File: config.mk
export PLATFORM = sky130hd
export DESIGN_NAME = trial_division_prime_test_unit
export DESIGN_NICKNAME = d
export VERILOG_FILES = /design/src/hw/rtl/tdp_pkg.sv /design/src/hw/rtl/tdp_datapath.sv /design/src/hw/rtl/tdp_controller.sv /design/src/hw/rtl/trial_division_prime_test_unit.sv
export SDC_FILE = /design/constraint.sdc
export NUM_CORES = 1
export LEC_CHECK = 0
export ABC_AREA = 0
export BUFFER_PORTS_ARGS = -buffer_cell sky130_fd_sc_hd__buf_2
export CORE_MARGIN = 2
export CORE_UTILIZATION = 45
export DETAILED_ROUTE_END_ITERATION = 10
export REMOVE_ABC_BUFFERS = 1
export SLEW_MARGIN = 20
export SYNTH_ARGS = -nofsm -noshare
export SYNTH_HDL_FRONTEND = slang
export SYNTH_SLANG_ARGS = --single-unit
File: constraint.sdc
create_clock -name clk_i -period 5.3 [get_ports clk_i]
set_input_delay 1.06 -clock clk_i [delete_from_list [all_inputs] [get_ports clk_i]]
set_output_delay 1.06 -clock clk_i [all_outputs]
set_load 0.05 [all_outputs]
File: src/hw/rtl/tdp_pkg.sv
// Shared types for the trial-division prime test unit.
package tdp_pkg;

  // Controller states.
  typedef enum logic [2:0] {
    ST_IDLE,
    ST_CHECK,
    ST_DIVIDE,
    ST_TEST,
    ST_FINISH
  } state_e;

  // Commands from the controller to the datapath.
  typedef struct packed {
    logic load;       // capture a new candidate, restart the divisor at two
    logic div_start;  // begin a remainder computation for the current divisor
    logic div_step;   // one restoring-division step
    logic next_div;   // advance the divisor and its square
    logic out_load;   // load the result register
    logic out_prime;  // verdict written with out_load
  } cmd_t;

  // Status from the datapath to the controller.
  typedef struct packed {
    logic below_two;  // candidate is zero or one
    logic sq_above;   // divisor squared exceeds the candidate
    logic div_last;   // current division step is the final one
    logic rem_zero;   // remainder of the finished division is zero
  } sts_t;

endpackage

File: src/hw/rtl/tdp_datapath.sv
// Datapath: candidate, divisor, divisor square, serial remainder and result register.
module tdp_datapath #(
  parameter int NUMBER_BITS = 20
) (
  input  logic                   clk_i,
  input  logic                   rst_ni,
  input  tdp_pkg::cmd_t          cmd_i,
  output tdp_pkg::sts_t          sts_o,
  input  logic [NUMBER_BITS-1:0] candidate_i,
  output logic [NUMBER_BITS-1:0] number_o,
  output logic                   is_prime_o
);

  // Divisor never exceeds the integer root plus one; its square fits one extra bit.
  localparam int DW = (NUMBER_BITS + 1) / 2 + 1;
  localparam int SW = NUMBER_BITS + 1;
  localparam int CW = $clog2(NUMBER_BITS + 1);

  logic [NUMBER_BITS-1:0] n_q, n_d;
  logic [DW-1:0]          div_q, div_d;
  logic [SW-1:0]          sq_q, sq_d;
  logic [DW-1:0]          rem_q, rem_d;
  logic [NUMBER_BITS-1:0] sh_q, sh_d;
  logic [CW-1:0]          cnt_q, cnt_d;
  logic [NUMBER_BITS-1:0] number_q, number_d;
  logic                   prime_q, prime_d;

  logic [DW:0] rem_sh;
  logic [DW:0] div_ext;
  logic [DW:0] rem_sub;

  // One restoring-division step: shift in the next candidate bit, subtract if it fits.
  assign rem_sh  = {rem_q, sh_q[NUMBER_BITS-1]};
  assign div_ext = {1'b0, div_q};
  assign rem_sub = rem_sh - div_ext;

  always_comb begin
    n_d      = n_q;
    div_d    = div_q;
    sq_d     = sq_q;
    rem_d    = rem_q;
    sh_d     = sh_q;
    cnt_d    = cnt_q;
    number_d = number_q;
    prime_d  = prime_q;
    if (cmd_i.load) begin
      n_d   = candidate_i;
      div_d = DW'(2);
      sq_d  = SW'(4);
    end
    if (cmd_i.div_start) begin
      rem_d = '0;
      sh_d  = n_q;
      cnt_d = CW'(NUMBER_BITS);
    end
    if (cmd_i.div_step) begin
      if (rem_sh >= div_ext) begin
        rem_d = rem_sub[DW-1:0];
      end else begin
        rem_d = rem_sh[DW-1:0];
      end
      sh_d  = {sh_q[NUMBER_BITS-2:0], 1'b0};
      cnt_d = cnt_q - CW'(1);
    end
    // (d+1)^2 = d^2 + 2d + 1.
    if (cmd_i.next_div) begin
      div_d = div_q + DW'(1);
      sq_d  = sq_q + SW'({div_q, 1'b1});
    end
    if (cmd_i.out_load) begin
      number_d = n_q;
      prime_d  = cmd_i.out_prime;
    end
  end

  // Control counter under reset; the rest is payload.
  always_ff @(posedge clk_i or negedge rst_ni) begin
    if (!rst_ni) begin
      cnt_q <= '0;
    end else begin
      cnt_q <= cnt_d;
    end
  end

  always_ff @(posedge clk_i) begin
    n_q      <= n_d;
    div_q    <= div_d;
    sq_q     <= sq_d;
    rem_q    <= rem_d;
    sh_q     <= sh_d;
    number_q <= number_d;
    prime_q  <= prime_d;
  end

  // Status toward the controller.
  always_comb begin
    sts_o.below_two = (n_q < NUMBER_BITS'(2));
    sts_o.sq_above  = (sq_q > {1'b0, n_q});
    sts_o.div_last  = (cnt_q == CW'(1));
    sts_o.rem_zero  = (rem_q == '0);
  end

  assign number_o   = number_q;
  assign is_prime_o = prime_q;

endmodule

File: src/hw/rtl/tdp_controller.sv
// Controller: sequences the divisor sweep and owns both handshakes.
module tdp_controller (
  input  logic          clk_i,
  input  logic          rst_ni,
  input  logic          in_valid_i,
  output logic          in_ready_o,
  output logic          out_valid_o,
  input  logic          out_ready_i,
  output tdp_pkg::cmd_t cmd_o,
  input  tdp_pkg::sts_t sts_i
);

  tdp_pkg::state_e state_q, state_d;
  logic            verdict_q, verdict_d;
  logic            out_valid_q, out_valid_d;

  always_ff @(posedge clk_i or negedge rst_ni) begin
    if (!rst_ni) begin
      state_q     <= tdp_pkg::ST_IDLE;
      verdict_q   <= 1'b0;
      out_valid_q <= 1'b0;
    end else begin
      state_q     <= state_d;
      verdict_q   <= verdict_d;
      out_valid_q <= out_valid_d;
    end
  end

  // Next state and datapath commands.
  always_comb begin
    state_d     = state_q;
    verdict_d   = verdict_q;
    out_valid_d = out_valid_q;
    cmd_o       = '0;
    in_ready_o  = 1'b0;

    // A taken result frees the output register.
    if (out_valid_q && out_ready_i) begin
      out_valid_d = 1'b0;
    end

    case (state_q)
      tdp_pkg::ST_IDLE: begin
        in_ready_o = 1'b1;
        if (in_valid_i) begin
          cmd_o.load = 1'b1;
          state_d    = tdp_pkg::ST_CHECK;
        end
      end
      tdp_pkg::ST_CHECK: begin
        if (sts_i.below_two) begin
          verdict_d = 1'b0;
          state_d   = tdp_pkg::ST_FINISH;
        end else if (sts_i.sq_above) begin
          verdict_d = 1'b1;
          state_d   = tdp_pkg::ST_FINISH;
        end else begin
          cmd_o.div_start = 1'b1;
          state_d         = tdp_pkg::ST_DIVIDE;
        end
      end
      tdp_pkg::ST_DIVIDE: begin
        cmd_o.div_step = 1'b1;
        if (sts_i.div_last) begin
          state_d = tdp_pkg::ST_TEST;
        end
      end
      tdp_pkg::ST_TEST: begin
        if (sts_i.rem_zero) begin
          verdict_d = 1'b0;
          state_d   = tdp_pkg::ST_FINISH;
        end else begin
          cmd_o.next_div = 1'b1;
          state_d        = tdp_pkg::ST_CHECK;
        end
      end
      tdp_pkg::ST_FINISH: begin
        // Wait until the output register is empty or being emptied.
        if (!out_valid_q || out_ready_i) begin
          cmd_o.out_load  = 1'b1;
          cmd_o.out_prime = verdict_q;
          out_valid_d     = 1'b1;
          state_d         = tdp_pkg::ST_IDLE;
        end
      end
      default: begin
        state_d = tdp_pkg::ST_IDLE;
      end
    endcase
  end

  assign out_valid_o = out_valid_q;

endmodule

File: src/hw/rtl/trial_division_prime_test_unit.sv
// Trial-division prime test unit: top level joining controller and datapath.
//
// Usage: present a candidate on candidate_i with in_valid_i; the transaction
// completes when in_ready_o is also high. One result transaction follows on
// number_o (the candidate echoed) and is_prime_o, held with out_valid_o until
// out_ready_i is high. Candidates zero and one are reported not prime.
//
// Sequence: the unit works on one candidate at a time. Each divisor tried
// passes a check state, serial remainder steps (one per candidate bit) and
// a test state; divisors run from two up to the integer square root,
// stopping at the first exact divisor.
//
// Reset clears the controller and the result valid flag; nothing else needs
// clearing. If the receiver stalls, the finished result waits in the output
// register; the next candidate is accepted meanwhile, and its own result waits
// in the controller until the output register frees.
module trial_division_prime_test_unit #(
  parameter int NUMBER_BITS = 20
) (
  input  logic                   clk_i,
  input  logic                   rst_ni,
  input  logic                   in_valid_i,
  output logic                   in_ready_o,
  input  logic [NUMBER_BITS-1:0] candidate_i,
  output logic                   out_valid_o,
  input  logic                   out_ready_i,
  output logic [NUMBER_BITS-1:0] number_o,
  output logic                   is_prime_o
);

  tdp_pkg::cmd_t cmd;
  tdp_pkg::sts_t sts;

  tdp_controller u_ctrl (
    .clk_i       (clk_i),
    .rst_ni      (rst_ni),
    .in_valid_i  (in_valid_i),
    .in_ready_o  (in_ready_o),
    .out_valid_o (out_valid_o),
    .out_ready_i (out_ready_i),
    .cmd_o       (cmd),
    .sts_i       (sts)
  );

  tdp_datapath #(
    .NUMBER_BITS (NUMBER_BITS)
  ) u_dp (
    .clk_i       (clk_i),
    .rst_ni      (rst_ni),
    .cmd_i       (cmd),
    .sts_o       (sts),
    .candidate_i (candidate_i),
    .number_o    (number_o),
    .is_prime_o  (is_prime_o)
  );

endmodule

# Yosys cells after proc, flatten, opt, wreduce, memory -nomap -nowiden

Cells that the tools add are included.

Register bits after elaboration: 114
Latch bits: 0
Bits in writable memories: 0
Memory bits (read-only): 0
Output and inout bits: 23
Memories: 0

$add $sub $neg: 4
Multipliers: 0
Div/mod/pow operators: 0
Order comparisons: 3
Equality and inequality tests: 10
Shift operators: 0
Mux-type cells: 36
Bitwise gates (word level): 0
Reductions and logical operators: 11

Operators by type and width:

| operator              | number |
|---|---|
| $mux 11               | 5 |
| $mux 21               | 2 |
| $mux 20               | 2 |
| $add 21x12->21        | 1 |
| $gt 21x20->1          | 1 |
| $lt 20x2->1 const B   | 1 |
| $mux 3                | 6 |
| $mux 1                | 15 |
| $pmux 3 s5            | 1 |
| $ge 12x11->1          | 1 |
| $add 11x1->11 const B | 1 |
| $logic_not 11->1      | 1 |
| $sub 11x11->11        | 1 |
| $mux 5                | 2 |
| $eq 3x2->1 const B    | 2 |
| $ne 2x2->1 const B    | 3 |
| $reduce_and 3->1      | 2 |
| $reduce_bool 2->1     | 3 |
| $eq 5x1->1 const B    | 1 |
| $sub 5x1->5 const B   | 1 |
| $mux 2                | 2 |
| $eq 3x1->1 const B    | 1 |
| $eq 3x3->1 const B    | 1 |
| $logic_not 3->1       | 1 |
| other kinds (7)       | 7 |

# Depth between registers and ports, before layout

Gate-level depths: netlist of the first run.

Depth in word-level cells: 6
Gate-level depth with buffers: 10

# By module

From an unflattened synthesis of the first run, not the netlist that was laid out.

Cells, all modules: 560
Area, all modules: 6269.8 sq um

Modules (own cells, without submodules):

| module         | times used | cells each | area each (sq um) |
|---|---|---|---|
| tdp_datapath   | 1          | 523        | 5939.4 |
| tdp_controller | 1          | 37         | 330.3 |

# Least setup slack after synthesis of the first run

OpenSTA, ideal clock, no wires.

Path type: flip-flop to flip-flop
Start point: register u_ctrl.state_q[1]
End point: register u_dp.div_q[0] (enable)
Arrival: 3273 ps
Path slack: 1633 ps
Stages on the path, launching flop included: 5
Period minus slack after synthesis: 3667 ps
Cell sequence: dfrtp_1 > clkbuf_1 > nor3_1 > and2_1 > nand2b_1

RTL lines:

| element                  | RTL line             | source |
|---|---|---|
| start: declaration       | tdp_controller.sv:13 | `tdp_pkg::state_e state_q, state_d;` |
| start signal: assignment | tdp_controller.sv:19 | `state_q <= tdp_pkg::ST_IDLE;` |
| start signal: assignment | tdp_controller.sv:23 | `state_q <= state_d;` |
| end signal: assignment   | tdp_datapath.sv:87   | `div_q <= div_d;` |
| end: declaration         | tdp_datapath.sv:20   | `logic [DW-1:0] div_q, div_d;` |

# Worst setup path after layout of the first run

Start point: register u_dp.sq_q[16]
End point: register u_dp.sh_q[16] (enable)

Word-level cells in the longest chain between the ends: 5

Ends and longest elaborated chain:

| element                     | RTL line             | source |
|---|---|---|
| start: declaration          | tdp_datapath.sv:21   | `logic [SW-1:0] sq_q, sq_d;` |
| start signal: assignment    | tdp_datapath.sv:88   | `sq_q <= sq_d;` |
| $gt 21x20->1                | tdp_datapath.sv:98   | `sts_o.sq_above = (sq_q > {1'b0, n_q});` |
| $mux 1                      | tdp_controller.sv:54 | `end else if (sts_i.sq_above) begin` |
| $mux 1                      | tdp_controller.sv:51 | `if (sts_i.below_two) begin` |
| $mux 1                      | tdp_controller.sv:42 | `case (state_q)` |
| $reduce_bool 2->1 (no line) | --                   |  |
| end signal: assignment      | tdp_datapath.sv:90   | `sh_q <= sh_d;` |
| end: declaration            | tdp_datapath.sv:23   | `logic [NUMBER_BITS-1:0] sh_q, sh_d;` |

Every way passes these cells.
A chain may end at the register's enable or synchronous reset.

==> run metrics, run 1 <==
Post-CTS Setup Bufs 0; final setup violation count 0; post-synthesis cell count 558; clk_lat worst skew 0.41 ns; count of flip-flops with a built-in enable after synthesis 103; footprint of the multi-input gates 0.00271 mm2; top cells by area in the synthesized netlist sky130_fd_sc_hd__edfxtp_1 (49%), sky130_fd_sc_hd__ha_1 (8.9%), sky130_fd_sc_hd__dfrtp_1 (4.0%); vias in the first global route 4427; drt first-iter violations 380; kind of cell adding the most delay to the critical path simple AND/OR/NAND/NOR gates; fraction of layout cells with a size suffix above 1 15.5%; Critical Path Start Type flop; sequential area share after synthesis 53.2%; final worst path period share 61.8%; width of the die 123 um; final number of max-transition violations 0; Worst Reg2Reg Path Length in Cells 7; Ports 47; clock buffer count from CTS 17; max-capacitance violation count 0; antenna-violating nets left 0; result of the run completed; Reg2Reg Setup Slack 2.02 ns; Syn Area/Cell 11.3 um2; crit-path cells ha_1 > nand4_1 > nor4_2 > nand4_1 > a21oi_4 > nand2b_1 > buf_4; number of antenna violations at the first check in global routing 0; Leak 0.00284 uW; reg-to-reg critical path endpoint u_dp.sh_q[16]; maximum number of pins on one net before global-route repair 33; clock tree from TritonCTS yes; cell area power density 595 mW/mm2; required time at the endpoint of the critical path 5.37 ns; Most common cell on crit path sky130_fd_sc_hd__nand4_1; Hold Vio Cnt, Final 0; number of library cell types mapped by synthesis 61; Worst Path Max Fanout 30; measured slew at the worst slew-check pin 1.01 ns; Final Total Pwr 4370 uW; commonest register cell after synthesis sky130_fd_sc_hd__edfxtp_1; global-route wire length before repair 23000 um; RSZ-0062 raised after global routing false; Final nets 683; Bufs and invs on worst path 1; Std-Cell Rows 43; count of hold buffers inserted by post-cts repair 0; count of antenna diodes in the layout 0; Clock Tree Buf Depth 2; core box area 0.0138 mm2; maximum achievable frequency 0.305 GHz; depth of the CTS H-tree 4; via count of the routed design 4550; clock skew after layout 0.00595 ns; register area 0.00336 mm2; post-DP HPWL 10200 um; initial core utilization 45.7%; post-route DRC violation count 0; Critical R2R Launch u_dp.sq_q[16]; worst-case setup slack after placement 2.09 ns; post-route setup TNS 0 ns; overall global routing resource usage 20.3%; Warnings, synthesis 0; CTS resizes 0; cell at the root of the clock tree sky130_fd_sc_hd__clkbuf_16; most repeated cell in the gate-level netlist after synthesis sky130_fd_sc_hd__edfxtp_1; Worst setup EP type flop; GRT Residual Overflow 0; combined area of all synthesized cells 0.00632 mm2; via density per instance 5.65; floorplan die area 0.0150 mm2; synthesis-stage register bit count 114; area share of the largest cell type after synthesis 48.9%; Peak VDD IR 0.232 mV; final weighted congestion of routability-driven global placement 0.879; Worst path max stage delay 0.71 ns; shortest period the worst path allows 3.28 ns; max-slew headroom at the worst pin 31.8%; number of fillers in the final layout 1179; first drt pass iteration count 4; slowest CP cell sky130_fd_sc_hd__a21oi_4; clock slew seen by the registers of the worst setup and hold paths 0.06 ns; leading cell types by count after synthesis sky130_fd_sc_hd__edfxtp_1 (103), sky130_fd_sc_hd__inv_1 (48), sky130_fd_sc_hd__ha_1 (45); largest area contributor in the netlist sky130_fd_sc_hd__edfxtp_1; data arrival time of the critical path 3.35 ns; Chip Height 123 um; final WL 14500 um; proportion of synthesized flip-flops having asynchronous set or reset 8.77%; Tightest Hold Check Type input port to async pin; count of input and output buffers 46; critical path start-end classification flop to flop; Sink Count 114; Wirelength per Cell 18.1 um; Setup WS post-layout 2.02 ns; layout overhead on the synthesized area 16.0%
worst reg2reg max path, delay by kind of cell, from the launching register on:
family / cells / cell delay [ns]
AOI/OAI and AO/OA: 1 / 0.71
adders and majority gates: 1 / 0.36
buffers and inverters: 1 / 0.38
DFF: 1 / 0.45
and+or+nand+nor: 4 / 1.01
cell families (layout without fill, tap and decap cells):
logic type | Yosys count | count (layout) | synth area share (%)
flops | 114 | 114 | 53.2
buf+inv | 62 | 129 | 4.10
compound gates | 129 | 129 | 14.5
fa+ha+maj | 47 | 47 | 9.54
simple gates | 177 | 177 | 14.5
xor+xnor | 23 | 23 | 3.19
mux | 6 | 6 | 0.950
where the power goes:
part / internal, uW / switching (uW) / leakage, uW
registers: 1350 / 214 / 0.00110
clock network: 722 / 418 / 0.000286
logic: 575 / 1090 / 0.00145
worst max-delay path by stage:
stage                            startpoint             to  depth (start not counted)
after global routing          u_dp.sq_q[16]  u_dp.sh_q[17]                          7
after floorplan           u_ctrl.state_q[1]  u_dp.div_q[0]                          3
final                         u_dp.sq_q[16]  u_dp.sh_q[16]                          7
after detailed placement      u_dp.sq_q[16]  u_dp.sh_q[10]                          7
after global placement        u_dp.sq_q[16]  u_dp.sh_q[16]                          7
after CTS                     u_dp.sq_q[16]  u_dp.sh_q[17]                          7
per-stage QoR:
step / instances / hold slack [ns] / area, um2 / util (%)
global placement: 773 / 0.450 / 6720 / 48.6
CTS: 805 / 0.492 / 7330 / 53.0
floorplan: 544 / 0.435 / 6240 / -
detailed placement: 773 / 0.498 / 6720 / 48.6
global route: 805 / 0.509 / 7340 / 53.1
finish: 805 / 0.499 / 7340 / 53.1
layout by cell type (no fill, tap or decap), types with 15 or more instances in the layout:
cell type                   count
sky130_fd_sc_hd__buf_2         46
sky130_fd_sc_hd__xnor2_1       18
sky130_fd_sc_hd__nand2_1       36
sky130_fd_sc_hd__a21oi_1       27
sky130_fd_sc_hd__nor2_1        36
sky130_fd_sc_hd__ha_1          45
sky130_fd_sc_hd__nand3_1       23
sky130_fd_sc_hd__a22o_1        20
sky130_fd_sc_hd__o21ai_1       15
sky130_fd_sc_hd__clkbuf_16     20
sky130_fd_sc_hd__inv_1         48
sky130_fd_sc_hd__edfxtp_1     103
sky130_fd_sc_hd__nor3_1        18
layer usage:
metal | global-route usage, % | vias to the layer above | share of wire, %
met5 | 0 | - | 0
met4 | 6.97 | 0 | 1.6
met3 | 3.81 | 18 | 4.5
met2 | 32.2 | 126 | 47
met1 | 28.0 | 2199 | 47
li1 | - | 2207 | -
cell type report:
class	count	share of cell area, %
Timing Repair Buffer	49	3.44
Clock inverter	8	0.887
Tap cell	180	3.07
Inverter	48	2.46
Clock buffer	24	7.44
Multi-Input combinational cell	382	36.9
Sequential cell	114	45.8
flip-flops by register name, indices dropped and copies added (netlist names):
name,cells
u_ctrl.verdict_q,1
u_ctrl.state_q,3
u_dp.div_q,11
u_dp.cnt_q,5
u_dp.number_o,20
u_dp.is_prime_o,1
u_dp.sq_q,21
u_dp.rem_q,11
u_dp.sh_q,20
u_dp.n_q,20
u_ctrl.out_valid_o,1
Power figures use the tool's default switching activity.
==> inputs of run 2 (changes only) <==
--- a/config.mk
+++ b/config.mk
@@ -5,7 +5,7 @@
 export SDC_FILE = /design/constraint.sdc
 export NUM_CORES = 1
 export LEC_CHECK = 0
-export ABC_AREA = 0
+export ABC_AREA = 1
 export BUFFER_PORTS_ARGS = -buffer_cell sky130_fd_sc_hd__buf_2
 export CORE_MARGIN = 2
 export CORE_UTILIZATION = 45
==> constraint.sdc (replaced) <==
create_clock -name clk_i -period 2.75 [get_ports clk_i]
set_input_delay 0.55 -clock clk_i [delete_from_list [all_inputs] [get_ports clk_i]]
set_output_delay 0.55 -clock clk_i [all_outputs]
set_load 0.05 [all_outputs]
==> run 2 against run 1 <==
Worst hold slack worse by 0.19 ns. Total power is 90% higher. Final cell count up 15%. Via count is 6.6% higher. Largest power group unchanged. Sequential share of layout area shrank 0.33 points. Final area grew 0.72%.
==> run metrics, run 2 <==
leading cell types by count after synthesis sky130_fd_sc_hd__nand2_1 (139), sky130_fd_sc_hd__edfxtp_1 (103), sky130_fd_sc_hd__inv_1 (84); vias in the first global route 4794 (+8.3%); floorplan die area 0.0150 mm2 (about the same); global-route wire length before repair 23300 um (+1.4%); Leak 0.00318 uW (+12%); clk_lat worst skew 0.41 ns (about the same); sequential area share after synthesis 53.2% (about the same); antenna-violating nets left 0 (unchanged); Peak VDD IR 0.536 mV (+130%); cell area power density 1130 mW/mm2 (+89%); combined area of all synthesized cells 0.00632 mm2 (about the same); Clock Tree Buf Depth 2 (unchanged); maximum achievable frequency 0.404 GHz (+32%); Worst Path Max Fanout 12 (-60%); proportion of synthesized flip-flops having asynchronous set or reset 8.77% (unchanged); clock skew after layout 0.00738 ns (+0.00144 ns); Std-Cell Rows 43 (unchanged); max-slew headroom at the worst pin 61.1% (+29 points); GRT Max-Usage Layer met2; core box area 0.0138 mm2 (unchanged); first drt pass iteration count 5 (+1); number of standard cells in the final layout excluding fillers 928 (+15%); area of all placed cells without fillers 0.00739 mm2 (+0.72%); commonest register cell after synthesis sky130_fd_sc_hd__edfxtp_1; RSZ-0062 raised after global routing false; final WL 14200 um (-2.6%); clock tree from TritonCTS yes; final weighted congestion of routability-driven global placement 0.873 (-0.65%); Syn Area/Cell 9.44 um2 (-17%); Worst setup EP type flop; met3 track demand over resource in global routing 5.16% (+1.3 points); top cells by area in the synthesized netlist sky130_fd_sc_hd__edfxtp_1 (49%), sky130_fd_sc_hd__ha_1 (8.9%), sky130_fd_sc_hd__nand2_1 (8.3%); DP Area 0.00679 mm2 (+1.0%); Ports 47 (unchanged); clock buffer count from CTS 17 (unchanged); depth of the CTS H-tree 4 (unchanged); Worst path max stage delay 0.49 ns (-0.22 ns); count of antenna diodes in the layout 0 (unchanged); width of the die 123 um (about the same); measured slew at the worst slew-check pin 0.583 ns (-0.430 ns); layout overhead on the synthesized area 16.9%; number of instances in the placed design 895 (+16%); kind of cell adding the most delay to the critical path adder cells; number of antenna violations at the first check in global routing 0 (unchanged); most repeated cell in the gate-level netlist after synthesis sky130_fd_sc_hd__nand2_1; Critical Path Start Type flop; fraction of layout cells with a size suffix above 1 14.6% (-0.95 points); shortest period the worst path allows 2.48 ns (-0.801 ns); count of input and output buffers 46 (unchanged); Sink Count 114 (unchanged); final setup violation count 0 (unchanged); GRT Residual Overflow 0 (unchanged); drt first-iter violations 385 (+1.3%); Most common cell on crit path sky130_fd_sc_hd__nand3_1; Warnings, synthesis 0 (unchanged); via density per instance 5.23 (-7.5%); count of flip-flops with a built-in enable after synthesis 103 (unchanged); highest-count cells in the layout ignoring fill and taps sky130_fd_sc_hd__nand2_1 (139), sky130_fd_sc_hd__edfxtp_1 (103), sky130_fd_sc_hd__inv_1 (84), sky130_fd_sc_hd__nor2_1 (67), sky130_fd_sc_hd__o21ai_0 (54); via count of the routed design 4852 (+6.6%); area share of the largest cell type after synthesis 48.9% (about the same); number of library cell types mapped by synthesis 39 (-36%); CTS resizes 0 (unchanged); largest area contributor in the netlist sky130_fd_sc_hd__edfxtp_1; crit-path cells ha_1 > fa_1 > o21ai_1 > nand3_1 > nand3_1 > buf_4 > nand2_1 > o21ai_0 > nor2_1; post-synthesis cell count 670 (+20%); Bufs and invs on worst path 1 (unchanged); count of hold buffers inserted by post-cts repair 1 (+1); overall global routing resource usage 20.1% (-0.14 points); Post-CTS Setup Bufs 0 (unchanged); Tightest Hold Check Type input port to flop; top register by number of flip-flops u_dp.sq_q; synthesis-stage register bit count 114 (unchanged); Reg2Reg Setup Slack 0.27 ns (-1.75 ns); GRT met1 Usage 25.9% (-2.1 points); final number of max-transition violations 0 (unchanged); max-capacitance violation count 0 (unchanged); flip-flop count of the largest register after layout 21 (unchanged); initial core utilization 45.7% (about the same); post-DP HPWL 10500 um (+2.9%); data arrival time of the critical path 2.62 ns (-0.73 ns); met2 Usage GRT 33.2% (+1.0 points); maximum number of pins on one net before global-route repair 33 (unchanged); worst-case hold slack 0.310 ns (-0.189 ns); slowest CP cell sky130_fd_sc_hd__edfxtp_1; Wirelength per Cell 15.3 um (-15%); result of the run completed; post-route DRC violation count 0 (unchanged); Hold Vio Cnt, Final 0 (unchanged); post-route setup TNS 0 ns (unchanged); final worst path period share 90.1% (+28 points); clock slew seen by the registers of the worst setup and hold paths 0.06 ns (about the same); critical path start-end classification flop to flop; Final nets 806 (+18%); Chip Height 123 um (about the same); Final Core Density 53.4% (+0.38 points); commonest non-fill, non-tap cell in the layout sky130_fd_sc_hd__nand2_1; cell at the root of the clock tree sky130_fd_sc_hd__clkbuf_16; required time at the endpoint of the critical path 2.89 ns (-2.48 ns)
## run 2: cell types whose count changed in the layout (fill, tap and decap cells not counted), moves of 13 or more
cell,change
sky130_fd_sc_hd__a22o_1,-20
sky130_fd_sc_hd__a21oi_1,+26
sky130_fd_sc_hd__o21ai_1,-13
sky130_fd_sc_hd__inv_1,+36
sky130_fd_sc_hd__o21ai_0,+42
sky130_fd_sc_hd__nor2_1,+31
sky130_fd_sc_hd__nand2_1,+103
## run 2: final cells by class
type                            instances  area [um2]
Fill cell                            1196        6440
Sequential cell                       114        3360
Multi-Input combinational cell        460        2580
Clock buffer                           17         425
Inverter                               86         323
Timing Repair Buffer                   56         308
Tap cell                              180         225
Clock inverter                         15         163
## run 2: cell families (layout without fill, tap and decap cells)
group / count (synthesis) / count (layout) / synth area share (%)
flops: 114 / 114 / 53.2
fa+ha+maj: 47 / 47 / 9.54
buf+inv: 96 / 174 / 6.17
compound gates: 128 / 128 / 10.9
simple gates: 273 / 273 / 18.5
xor+xnor: 12 / 12 / 1.66
## run 2: path summary, 6_finish.rpt
check | startpoint | to | depth (start not counted)
setup / recovery | u_dp.div_q[0] | u_dp.rem_q[4] | 9
hold / removal | candidate_i[16] | u_dp.n_q[16] | 1
setup reg to reg | u_dp.div_q[0] | u_dp.rem_q[4] | 9
hold reg to reg | u_dp.n_q[1] | u_dp.number_o[1] | 0
max in group asynchronous | rst_ni | u_dp.cnt_q[2] | 2
min in group asynchronous | rst_ni | u_ctrl.state_q[2] | 2
## run 2: where the power goes
part           switching [uW]  internal (uW)
clock                     833           1340
sequential                352           2610
combinational            2190            990
total                    3370           4940
## run 2: worst register-to-register path, delay by kind of cell (launching register included)
kind	cells	cell delay, ns
adder cells (fa/ha/maj)	2	0.72
AO/OA/AOI/OAI	2	0.44
flip-flops	1	0.49
buffers and inverters	1	0.18
AND/OR/NAND/NOR	4	0.38
## run 2: metal layers
metal	share of wire (%)	vias up
met1	46	2280
met3	4.2	20
met4	1.8	0
met5	0	-
met2	48	125
li1	-	2427
## run 2: stage by stage
step                      total power (uW)  setup slack (ns)
after CTS                             8340             0.287
after global placement                6040             0.348
after detailed placement              6140             0.326
after floorplan                       5240             -1.08
after global routing                  8900            0.0939
final                                 8310             0.273
==> inputs of run 3 (changes only) <==
==> constraint.sdc (replaced) <==
create_clock -name clk_i -period 2.85 [get_ports clk_i]
set_input_delay 0.57 -clock clk_i [delete_from_list [all_inputs] [get_ports clk_i]]
set_output_delay 0.57 -clock clk_i [all_outputs]
set_load 0.05 [all_outputs]
==> run 3 against run 2 <==
Worst hold slack got worse by 0.30 ns. Worst setup slack improved by 0.017 ns. First-iteration DRC count increased by 8.8%. Clock skew increased by 0.0053 ns. Global-route usage increased by 0.34 points. Maximum frequency decreased by 3.3%. Critical path depth increased by 2. Critical path type unchanged. Largest cell class unchanged.
==> run metrics, run 3 (synthesis gave the netlist of run 2 again) <==
post-route DRC violation count 0 (unchanged); RSZ-0062 raised after global routing false; first drt pass iteration count 6 (+1); count of antenna diodes in the layout 0 (unchanged); Clock Tree Buf Depth 2 (unchanged); Critical Path Start Type flop; Worst setup EP type flop; cell at the root of the clock tree sky130_fd_sc_hd__clkbuf_16; clock tree from TritonCTS yes; maximum achievable frequency 0.391 GHz (-3.3%); GRT Residual Overflow 0 (unchanged); measured slew at the worst slew-check pin 0.640 ns (+0.0575 ns); reg-to-reg critical path endpoint u_dp.sh_q[10]; Setup WS post-layout 0.289 ns (+0.0165 ns); width of the die 123 um (unchanged); global-route wire length before repair 23400 um (+0.39%); number of fillers in the final layout 1216 (+1.7%); count of hold buffers inserted by post-cts repair 0 (-1); final setup violation count 0 (unchanged); Final Total Pwr 8150 uW (-2.0%); max-capacitance violation count 0 (unchanged); result of the run completed; clock skew after layout 0.0127 ns (+0.00528 ns); Post-CTS Setup Bufs 0 (unchanged); cell area power density 1100 mW/mm2 (-2.3%); layout overhead on the synthesized area 17.3%; via count of the routed design 4851 (-0.021%); floorplan die area 0.0150 mm2 (unchanged); Critical R2R Launch u_dp.sq_q[16]; Leak 0.00319 uW (+0.20%); antenna-violating nets left 0 (unchanged); core box area 0.0138 mm2 (unchanged); initial core utilization 45.7% (unchanged); number of antenna violations at the first check in global routing 0 (unchanged); max-slew headroom at the worst pin 57.3% (-3.8 points); Sink Count 114 (unchanged); final number of max-transition violations 0 (unchanged); worst-case setup slack after placement 0.317 ns (-0.00878 ns); drt first-iter violations 419 (+8.8%); required time at the endpoint of the critical path 2.94 ns (+0.05 ns); Tightest Hold Check Type input port to async pin; Chip Height 123 um (unchanged); Wirelength per Cell 15.5 um (+1.2%); top register by number of flip-flops u_dp.sq_q; clock buffer count from CTS 17 (unchanged); final weighted congestion of routability-driven global placement 0.868 (-0.62%); flip-flop count of the largest register after layout 21 (unchanged); Std-Cell Rows 43 (unchanged); final WL 14300 um (+1.2%); Final nets 806 (unchanged); Peak VDD IR 0.647 mV (+21%); count of input and output buffers 46 (unchanged); CTS resizes 0 (unchanged); clk_lat worst skew 0.42 ns (about the same); data arrival time of the critical path 2.65 ns (+0.03 ns); Ports 47 (unchanged); clock slew seen by the registers of the worst setup and hold paths 0.05 ns (about the same); Final Core Density 53.6% (+0.20 points); Worst Reg2Reg Path Length in Cells 11 (+2); post-DP HPWL 10600 um (+0.80%); maximum number of pins on one net before global-route repair 33 (unchanged); final worst path period share 89.9% (-0.23 points); highest-count cells in the layout ignoring fill and taps sky130_fd_sc_hd__nand2_1 (139), sky130_fd_sc_hd__edfxtp_1 (103), sky130_fd_sc_hd__inv_1 (84), sky130_fd_sc_hd__nor2_1 (67), sky130_fd_sc_hd__o21ai_0 (54); depth of the CTS H-tree 4 (unchanged); Hold Vio Cnt, Final 0 (unchanged); shortest period the worst path allows 2.56 ns (+0.0835 ns); fraction of layout cells with a size suffix above 1 14.4% (-0.13 points); overall global routing resource usage 20.5% (+0.34 points); critical path start-end classification flop to flop; commonest non-fill, non-tap cell in the layout sky130_fd_sc_hd__nand2_1; Worst Path Max Fanout 18 (+6); via density per instance 5.23 (about the same); vias in the first global route 4725 (-1.4%); Reg2Reg Setup Slack 0.29 ns (+0.02 ns)
[run 3: cell types whose count changed in the layout (fill, tap and decap cells not counted), sizes merged]
cell,before,now
clkinv,9,5
bufinv,2,4
clkinvlp,3,5
buf,55,56
clkbuf,17,18
dlygate4sd3,1,0
inv,87,86
[run 3: how the worst max path moves through the flow]
stage                 startpoint             to  depth (start not counted)
2_1_floorplan  u_ctrl.state_q[2]  u_dp.rem_q[0]                          3
3_3_place_gp       u_dp.div_q[0]  u_dp.rem_q[9]                          8
3_5_place_dp       u_dp.sq_q[16]  u_dp.sh_q[15]                         11
4_1_cts            u_dp.sq_q[16]  u_dp.sh_q[12]                         11
5_1_grt            u_dp.sq_q[16]   u_dp.sh_q[7]                         11
6_report           u_dp.sq_q[16]  u_dp.sh_q[10]                         11
[run 3: per-stage QoR]
stage          cells  instance area [um2]  TNS (ns)  hold slack [ns]
6_report         928                 7420         0           0.0153
5_1_grt          928                 7420         0           0.0157
4_1_cts          928                 7420         0           0.0137
3_5_place_dp     896                 6800         0            0.434
3_3_place_gp     896                 6800         0            0.435
2_1_floorplan    660                 6250    -50.22            0.274
[run 3: routing by layer]
layer | vias up | global-route usage, % | wire (um)
li1 | 2433 | - | -
met1 | 2286 | 27.0 | 6790
met2 | 113 | 32.4 | 6700
met3 | 19 | 5.86 | 589
met4 | 0 | 6.97 | 259
met5 | - | 0 | 0
[run 3: cell type report]
class | instances | area (um2) | share of cell area [%]
Inverter | 86 | 323 | 4.35
Multi-Input combinational cell | 460 | 2580 | 34.8
Clock buffer | 18 | 429 | 5.79
Tap cell | 180 | 225 | 3.04
Timing Repair Buffer | 56 | 305 | 4.12
Clock inverter | 14 | 189 | 2.55
Sequential cell | 114 | 3360 | 45.3
[run 3: worst max-delay path: stages (launching register included)]
cell and delay, ns:
sky130_fd_sc_hd__edfxtp_1 0.45, sky130_fd_sc_hd__ha_1 0.33, sky130_fd_sc_hd__nand2_1 0.07, sky130_fd_sc_hd__nor2_1 0.16, sky130_fd_sc_hd__nand2_2 0.08, sky130_fd_sc_hd__inv_2 0.05, sky130_fd_sc_hd__nand3_1 0.05, sky130_fd_sc_hd__or2_0 0.20
sky130_fd_sc_hd__nand2_1 0.13, sky130_fd_sc_hd__nand3_2 0.26, sky130_fd_sc_hd__nand2_1 0.17, sky130_fd_sc_hd__buf_4 0.27
[run 3: power by group]
part	leakage [uW]	internal (uW)	switching [uW]
clock network	0.000286	1460	765
registers	0.00110	2520	335
logic	0.00180	956	2120
